--- src/hw/rtl/sxd_pkg.sv ---
// shared types and constants for the sync/length/xor packet deframer
package sxd_pkg;

  // byte and register widths
  localparam int unsigned BYTE_W  = 8;
  localparam int unsigned VALUE_W = 32;

  // register reset values
  localparam logic [BYTE_W-1:0] SYNC_RESET = 8'hAA;
  localparam logic [BYTE_W-1:0] SIZE_RESET = 8'h06;

  // configuration register indexes
  typedef enum logic [0:0] {
    CFG_SYNC_VALUE    = 1'b0,
    CFG_EXPECTED_SIZE = 1'b1
  } cfg_idx_t;

  // parser phase
  typedef enum logic [1:0] {
    PH_HUNT  = 2'd0,
    PH_SIZE  = 2'd1,
    PH_DATA  = 2'd2,
    PH_CHECK = 2'd3
  } phase_t;

  // result status codes
  typedef enum logic [1:0] {
    ST_OK    = 2'd0,
    ST_SIZE  = 2'd1,
    ST_CHECK = 2'd2
  } status_t;

  // one result request
  typedef struct packed {
    status_t                     status;
    logic signed [VALUE_W-1:0]   value;
    logic        [BYTE_W-1:0]    received_check;
  } result_t;

  // handshake between parser and result register
  typedef struct packed {
    logic    load;   // parser hands a result to the output register
    result_t res;
  } out_load_t;

endpackage

--- src/hw/rtl/sxd_in_stage.sv ---
// input register for received bytes
module sxd_in_stage (
  input  logic                          clk,
  input  logic                          rst_n,
  input  logic                          in_valid,
  output logic                          in_stall,
  input  logic [sxd_pkg::BYTE_W-1:0]    in_rx_byte,
  input  logic                          consume,
  output logic                          item_valid,
  output logic [sxd_pkg::BYTE_W-1:0]    item_byte
);

  logic                          valid_r;
  logic                          valid_nxt;
  logic [sxd_pkg::BYTE_W-1:0]    byte_r;
  logic                          accept;

  // hold a request until the parser consumes it
  assign in_stall   = valid_r && !consume;
  assign accept     = in_valid && !in_stall;
  assign item_valid = valid_r;
  assign item_byte  = byte_r;

  always_comb begin
    valid_nxt = valid_r;
    if (accept) begin
      valid_nxt = 1'b1;
    end else if (consume) begin
      valid_nxt = 1'b0;
    end
  end

  // valid flag
  always_ff @(posedge clk) begin
    if (!rst_n) begin
      valid_r <= 1'b0;
    end else begin
      valid_r <= valid_nxt;
    end
  end

  // byte payload
  always_ff @(posedge clk) begin
    if (accept) begin
      byte_r <= in_rx_byte;
    end
  end

endmodule

--- src/hw/rtl/sxd_parse.sv ---
// packet framing state machine with xor and data accumulation
module sxd_parse (
  input  logic                          clk,
  input  logic                          rst_n,
  input  logic                          item_valid,
  input  logic [sxd_pkg::BYTE_W-1:0]    item_byte,
  input  logic [sxd_pkg::BYTE_W-1:0]    sync_value,
  input  logic [sxd_pkg::BYTE_W-1:0]    expected_size,
  input  logic                          out_free,
  output logic                          consume,
  output sxd_pkg::out_load_t            out_load
);

  sxd_pkg::phase_t                     phase_r;
  sxd_pkg::phase_t                     phase_nxt;
  logic [1:0]                          count_r;
  logic [1:0]                          count_nxt;
  logic [sxd_pkg::BYTE_W-1:0]          xor_r;
  logic [sxd_pkg::BYTE_W-1:0]          xor_nxt;
  logic [sxd_pkg::VALUE_W-1:0]         shift_r;
  logic [sxd_pkg::VALUE_W-1:0]         shift_nxt;
  logic                                has_result;
  sxd_pkg::result_t                    res;

  // next state and result for the byte at the head of the input register
  always_comb begin
    phase_nxt          = phase_r;
    count_nxt          = count_r;
    xor_nxt            = xor_r;
    shift_nxt          = shift_r;
    has_result         = 1'b0;
    res.status         = sxd_pkg::ST_OK;
    res.value          = '0;
    res.received_check = '0;
    case (phase_r)
      sxd_pkg::PH_HUNT: begin
        if (item_byte == sync_value) begin
          phase_nxt = sxd_pkg::PH_SIZE;
          count_nxt = 2'd0;
          xor_nxt   = '0;
          shift_nxt = '0;
        end
      end
      sxd_pkg::PH_SIZE: begin
        if (item_byte != expected_size) begin
          // size mismatch: report and hunt again
          has_result = 1'b1;
          res.status = sxd_pkg::ST_SIZE;
          phase_nxt  = sxd_pkg::PH_HUNT;
          count_nxt  = 2'd0;
          xor_nxt    = '0;
          shift_nxt  = '0;
        end else begin
          phase_nxt = sxd_pkg::PH_DATA;
          count_nxt = 2'd0;
        end
      end
      sxd_pkg::PH_DATA: begin
        shift_nxt = {shift_r[sxd_pkg::VALUE_W-sxd_pkg::BYTE_W-1:0], item_byte};
        xor_nxt   = xor_r ^ item_byte;
        if (count_r == 2'd3) begin
          phase_nxt = sxd_pkg::PH_CHECK;
          count_nxt = 2'd0;
        end else begin
          count_nxt = count_r + 2'd1;
        end
      end
      sxd_pkg::PH_CHECK: begin
        has_result         = 1'b1;
        res.status         = (item_byte == xor_r) ? sxd_pkg::ST_OK : sxd_pkg::ST_CHECK;
        res.value          = shift_r;
        res.received_check = item_byte;
        phase_nxt          = sxd_pkg::PH_HUNT;
        count_nxt          = 2'd0;
        xor_nxt            = '0;
        shift_nxt          = '0;
      end
      default: begin
        phase_nxt = sxd_pkg::PH_HUNT;
      end
    endcase
  end

  // a byte with a result waits for room in the output register
  assign consume       = item_valid && (!has_result || out_free);
  assign out_load.load = consume && has_result;
  assign out_load.res  = res;

  // parser state
  always_ff @(posedge clk) begin
    if (!rst_n) begin
      phase_r <= sxd_pkg::PH_HUNT;
      count_r <= 2'd0;
      xor_r   <= '0;
      shift_r <= '0;
    end else if (consume) begin
      phase_r <= phase_nxt;
      count_r <= count_nxt;
      xor_r   <= xor_nxt;
      shift_r <= shift_nxt;
    end
  end

endmodule

--- src/hw/rtl/sxd_out_stage.sv ---
// output register holding one result request
module sxd_out_stage (
  input  logic                 clk,
  input  logic                 rst_n,
  input  sxd_pkg::out_load_t   out_load,
  output logic                 out_free,
  output logic                 out_valid,
  input  logic                 out_stall,
  output sxd_pkg::result_t     out_res
);

  logic              valid_r;
  logic              valid_nxt;
  sxd_pkg::result_t  res_r;

  // free when empty or being taken this cycle
  assign out_free  = !valid_r || !out_stall;
  assign out_valid = valid_r;
  assign out_res   = res_r;

  always_comb begin
    valid_nxt = valid_r;
    if (out_load.load) begin
      valid_nxt = 1'b1;
    end else if (valid_r && !out_stall) begin
      valid_nxt = 1'b0;
    end
  end

  // valid flag
  always_ff @(posedge clk) begin
    if (!rst_n) begin
      valid_r <= 1'b0;
    end else begin
      valid_r <= valid_nxt;
    end
  end

  // result payload
  always_ff @(posedge clk) begin
    if (out_load.load) begin
      res_r <= out_load.res;
    end
  end

endmodule

--- src/hw/rtl/sync_length_xor_packet_deframer.sv ---
// top level of the sync/length/xor packet deframer
//
//   channel  ports                                   direction
//   in       in_valid in_stall in_rx_byte            byte requests in
//   out      out_valid out_stall out_status
//            out_value out_received_check            result requests out
//   cfg      cfg_we cfg_index cfg_wdata              register writes in
//
// one byte per cycle unless a result is held by out_stall; a byte is parsed in the
// cycle after it is taken and its result, if any, shows on the out port the cycle after that.
// the framing state machine between the input and output registers sets the rate.
// reset is synchronous, active low; it empties both registers and clears the parser.
// a stalled result holds; bytes that cause no result keep flowing past it,
// and a byte that would cause a result waits in the input register.
module sync_length_xor_packet_deframer (
  input  logic                                 clk,
  input  logic                                 rst_n,
  input  logic                                 in_valid,
  output logic                                 in_stall,
  input  logic [sxd_pkg::BYTE_W-1:0]           in_rx_byte,
  output logic                                 out_valid,
  input  logic                                 out_stall,
  output logic [1:0]                           out_status,
  output logic signed [sxd_pkg::VALUE_W-1:0]   out_value,
  output logic [sxd_pkg::BYTE_W-1:0]           out_received_check,
  input  logic                                 cfg_we,
  input  logic [0:0]                           cfg_index,
  input  logic [sxd_pkg::BYTE_W-1:0]           cfg_wdata
);

  logic [sxd_pkg::BYTE_W-1:0]  sync_value_r;
  logic [sxd_pkg::BYTE_W-1:0]  expected_size_r;
  logic                        item_valid;
  logic [sxd_pkg::BYTE_W-1:0]  item_byte;
  logic                        consume;
  logic                        out_free;
  sxd_pkg::out_load_t          out_load;
  sxd_pkg::result_t            out_res;

  // configuration registers
  always_ff @(posedge clk) begin
    if (!rst_n) begin
      sync_value_r    <= sxd_pkg::SYNC_RESET;
      expected_size_r <= sxd_pkg::SIZE_RESET;
    end else if (cfg_we) begin
      if (cfg_index == sxd_pkg::CFG_SYNC_VALUE) begin
        sync_value_r <= cfg_wdata;
      end
      if (cfg_index == sxd_pkg::CFG_EXPECTED_SIZE) begin
        expected_size_r <= cfg_wdata;
      end
    end
  end

  // input register
  sxd_in_stage u_in (
    .clk        (clk),
    .rst_n      (rst_n),
    .in_valid   (in_valid),
    .in_stall   (in_stall),
    .in_rx_byte (in_rx_byte),
    .consume    (consume),
    .item_valid (item_valid),
    .item_byte  (item_byte)
  );

  // framing logic
  sxd_parse u_parse (
    .clk           (clk),
    .rst_n         (rst_n),
    .item_valid    (item_valid),
    .item_byte     (item_byte),
    .sync_value    (sync_value_r),
    .expected_size (expected_size_r),
    .out_free      (out_free),
    .consume       (consume),
    .out_load      (out_load)
  );

  // result register
  sxd_out_stage u_out (
    .clk       (clk),
    .rst_n     (rst_n),
    .out_load  (out_load),
    .out_free  (out_free),
    .out_valid (out_valid),
    .out_stall (out_stall),
    .out_res   (out_res)
  );

  // result fields
  assign out_status         = out_res.status;
  assign out_value          = out_res.value;
  assign out_received_check = out_res.received_check;

endmodule
--- config.mk ---
export PLATFORM = sky130hd
export DESIGN_NAME = sync_length_xor_packet_deframer
export DESIGN_NICKNAME = d
export VERILOG_FILES = /design/src/hw/rtl/sxd_pkg.sv /design/src/hw/rtl/sxd_in_stage.sv /design/src/hw/rtl/sxd_parse.sv /design/src/hw/rtl/sxd_out_stage.sv /design/src/hw/rtl/sync_length_xor_packet_deframer.sv
export SDC_FILE = /design/constraint.sdc
export NUM_CORES = 1
export LEC_CHECK = 0
export ABC_CLOCK_PERIOD_IN_PS = 4600
export BUFFER_PORTS_ARGS = -buffer_cell sky130_fd_sc_hd__buf_2
export CAP_MARGIN = 0
export CORE_ASPECT_RATIO = 1.2
export CORE_UTILIZATION = 45
export DETAILED_ROUTE_END_ITERATION = 7
export MAX_ROUTING_LAYER = met4
export SLEW_MARGIN = 0
export SYNTH_ARGS = -nofsm -noshare
export SYNTH_HDL_FRONTEND = slang
export SYNTH_HIERARCHICAL = 1
export SYNTH_SLANG_ARGS = --single-unit
--- constraint.sdc ---
create_clock -name clk -period 4.6 [get_ports clk]
set_input_delay 0 -clock clk [delete_from_list [all_inputs] [get_ports clk]]
set_output_delay 0 -clock clk [all_outputs]
set_load 0.03 [all_outputs]
==> run metrics <==
headroom to the max-slew limit 0.185; Post-synth top flop sky130_fd_sc_hd__dfxtp_1; routed vias between 3000 and 4000; WL per Instance between 15 and 20 um; final count of negative-setup-slack endpoints 0; final antenna-violating net count 0; Worst Hold Margin approximately 0.016 ns; IR drop worst, VDD around 0.00017 V; synthesis-stage register bit count between 100 and 150; distinct cell type count after synthesis 34; unrepaired setup endpoints after global routing no; fin cells ~620; post-synth top area cell sky130_fd_sc_hd__edfxtp_1; worst clock skew on the final layout between 0.004 and 0.005 ns; DP Area 5110 um2; length of the first detailed-routing pass in iterations 4; Placeable Area slightly above 10000 um2; worst slack at placement between 1.5 and 2 ns; share of post-route cells with drive strength above 1 0.196; Met2 Wirelength approximately 5.0 mm; sum of routed wire length over all layers roughly 9.9 mm; most common cell in the netlist sky130_fd_sc_hd__nand2_1; Synth Warn # 6; detail-routed via count per cell ~5.3; number of remaining DRC errors 0; largest incremental delay on the critical path 0.98 ns; Die W 96.3 um; Post-Syn Area between 4000 and 5000 um2; number of antenna violations at the first check in global routing 0; global-route wire length before repair 16.1 mm; largest fanout on the critical path 33; Crit path required time ~5 ns; endpoint kind of the worst setup timing path register; Die Outline Area roughly 11000 um2; layout overhead on the synthesized area 15.7%; io pins between 60 and 70; result of the run completed; mean instance size in the synthesized netlist between 10 and 15 um2; Antenna Cells 0; share of the clock period used by the worst path 0.609; worst setup path class reg -> reg; effective utilization at floorplan 0.471; worst-skew pair later-pin latency 0.35 ns; highest clock frequency the design can meet roughly 360 MHz; met3 wire length around 410 um; arrival time worst endpoint 3.07 ns; r2r worst-path depth 4; uppermost routed layer met4; Worst Setup Start Kind register; maximum number of pins on one net before global-route repair 73; Levels on crit path 4; number of placement rows 40; Static Leakage between 2 and 2.5 nW; Final Hold Violating Endpoints 0; post-CTS setup repair buffer count 0; # port buffers 65; met1 routed wirelength after detailed routing approximately 4.3 mm; transition at the pin with the smallest max-transition slack ~1.2 ns; cell with the largest stage delay on the worst path sky130_fd_sc_hd__and2_1; number of sinks on the clock net approximately 110; half-perimeter wire length after placement around 6.5 mm; shortest clock period the worst path allows after layout roughly 2.8 ns; CTS tree built; clock slew at reported path FFs approximately 0.070 ns; worst-case setup margin in the final layout ~1.8 ns; final instance area 5560 um2; Hold Crit Class in -> reg; sequential element share of the synthesized area 0.571; CTS H-tree lvls 3; via count of the first global-routing pass around 3200; max-capacitance violation count 0; Die Ht 115 um; total negative slack for setup checks 0 ns; area fraction of the dominant cell type after synthesis 0.312; reg-to-reg slack, setup approximately 1.8 ns; Cell Pwr Density 337 nW/um2; Bufs and invs on worst path 0; r2r endpoint u_parse/shift_r[11]$_SDFFE_PN0P_; root buffer selected by CTS sky130_fd_sc_hd__clkbuf_16; number of nets in the final layout 514; cell total after placement approximately 590; CP cell instances nor2b_1, and2_1, nand2_1, mux2i_1; kind of cell adding the most delay to the critical path simple AND/OR/NAND/NOR gates; Worst setup endpoint u_parse/shift_r[11]$_SDFFE_PN0P_; Post-synth EDFFs 50; number of buffers created by CTS 9; number of DRC markers after the initial detailed-route iteration 111; gate count of the mapped netlist between 400 and 500; total routing resource utilization after global routing 0.200; cells taking the most area after synthesis sky130_fd_sc_hd__edfxtp_1 31%, sky130_fd_sc_hd__dfxtp_1 26%, sky130_fd_sc_hd__mux2i_1 8.7%, sky130_fd_sc_hd__nand2_1 6.6%, sky130_fd_sc_hd__and3_1 6.2%; top cells by instance count after synthesis 85 x sky130_fd_sc_hd__nand2_1, 62 x sky130_fd_sc_hd__dfxtp_1, 50 x sky130_fd_sc_hd__edfxtp_1; clock tree buffer depth 2; Async S/R FF share, synth 0; Overflow after GRT 0; final-report max-slew violation count 0; final estimated routing congestion in global placement between 0.8 and 0.9; net count of the mapped netlist ~460
where the power goes:
group          switching (mW)  internal [mW]  total (mW)
clock                   0.351          0.371       0.722
sequential             0.0220           1.05        1.07
combinational          0.0436         0.0411      0.0848
total                   0.417           1.46        1.87
cell usage in the layout, fill, tap and decap left out, types with 2 or more instances in the layout:
| cell | instances |
|---|---|
| sky130_fd_sc_hd__buf_2 | 65 |
| sky130_fd_sc_hd__mux2i_1 | 42 |
| sky130_fd_sc_hd__nor4_4 | 2 |
| sky130_fd_sc_hd__and2_1 | 2 |
| sky130_fd_sc_hd__nor2b_1 | 4 |
| sky130_fd_sc_hd__nor2_1 | 2 |
| sky130_fd_sc_hd__dfxtp_1 | 62 |
| sky130_fd_sc_hd__buf_4 | 4 |
| sky130_fd_sc_hd__xor2_1 | 16 |
| sky130_fd_sc_hd__nand3_1 | 3 |
| sky130_fd_sc_hd__nand4_1 | 5 |
| sky130_fd_sc_hd__o21a_1 | 2 |
| sky130_fd_sc_hd__inv_1 | 6 |
| sky130_fd_sc_hd__nand2_1 | 85 |
| sky130_fd_sc_hd__o211ai_1 | 7 |
| sky130_fd_sc_hd__a21oi_1 | 11 |
| sky130_fd_sc_hd__o21ai_1 | 3 |
| sky130_fd_sc_hd__and3_1 | 48 |
| sky130_fd_sc_hd__nand2b_1 | 11 |
| sky130_fd_sc_hd__clkbuf_1 | 3 |
| sky130_fd_sc_hd__xnor2_1 | 8 |
| sky130_fd_sc_hd__dlygate4sd3_1 | 18 |
| sky130_fd_sc_hd__nand3b_1 | 5 |
| sky130_fd_sc_hd__clkbuf_16 | 9 |
| sky130_fd_sc_hd__edfxtp_1 | 50 |
| sky130_fd_sc_hd__o221a_2 | 8 |
| sky130_fd_sc_hd__nor4_1 | 2 |
worst reg2reg max path: stages, from the launching register on:
cell	delay (ns)
sky130_fd_sc_hd__dfxtp_1	0.82
sky130_fd_sc_hd__nor2b_1	0.56
sky130_fd_sc_hd__and2_1	0.99
sky130_fd_sc_hd__nand2_1	0.17
sky130_fd_sc_hd__mux2i_1	0.19
layer usage:
metal | vias to the layer above | global-route usage
met5 | - | -
met4 | 0 | 0.0784
met3 | 13 | 0.0397
met2 | 82 | 0.327
met1 | 1585 | 0.242
li1 | 1618 | -
cell type report:
type | instances | area, um2
Inverter | 6 | 22.5
Fill cell | 918 | 4650
Sequential cell | 112 | 2740
Clock buffer | 12 | 236
Multi-Input combinational cell | 275 | 1840
Timing Repair Buffer | 87 | 536
Clock inverter | 4 | 30.0
Tap cell | 126 | 158
flip-flops by register name, summed over array words and instances, names as in the netlist, named ones only:
signal,count
u_out/out_res,42
u_parse/shift_r,32
expected_size_r,8
sync_value_r,8
u_in/item_byte,8
u_parse/xor_r,8
u_parse/count_r,2
u_in/item_valid,1
u_out/out_valid,1
u_parse/phase_r,1
timing repair:
item / in CTS / in global routing
hold endpoints to repair: 26 / 0
hold buffers: 18 / 0
gates resized for setup: 0 / 0
logic make-up (layout without fill, tap and decap cells):
kind of cell / Yosys count / after routing / synth area share
multiplexers: 42 / 42 / 0.0875
flip-flops: 112 / 112 / 0.571
XOR/XNOR: 24 / 24 / 0.0437
adder cells (fa/ha/maj): 1 / 1 / 0.00260
buffers and inverters: 46 / 109 / 0.0489
AND/OR/NAND/NOR: 174 / 174 / 0.191
AO/OA/AOI/OAI: 34 / 34 / 0.0560
worst min-delay path by stage:
stage / start / to / slack, ns / depth (start not counted)
floorplan: in_rx_byte[0] / u_in/item_byte[0]$_DFFE_PP_ / 0.1 / 0
global placement: in_rx_byte[0] / u_in/item_byte[0]$_DFFE_PP_ / 0.18 / 1
detailed placement: in_rx_byte[1] / u_in/item_byte[1]$_DFFE_PP_ / 0.18 / 1
CTS: cfg_index / expected_size_r[5]$_SDFFE_PN0P_ / 0.01 / 3
global route: cfg_index / expected_size_r[7]$_SDFFE_PN0P_ / 0.03 / 3
finish: cfg_index / expected_size_r[5]$_SDFFE_PN0P_ / 0.02 / 3
through the flow:
| step | utilization | power, mW |
|---|---|---|
| after detailed placement | 0.501 | 1.16 |
| final | 0.545 | 1.87 |
| after CTS | 0.545 | 1.89 |
| after global placement | 0.501 | 1.16 |
| after floorplan | - | 1.14 |
| after global routing | 0.545 | 1.94 |
(Power assumes the default switching activity.)
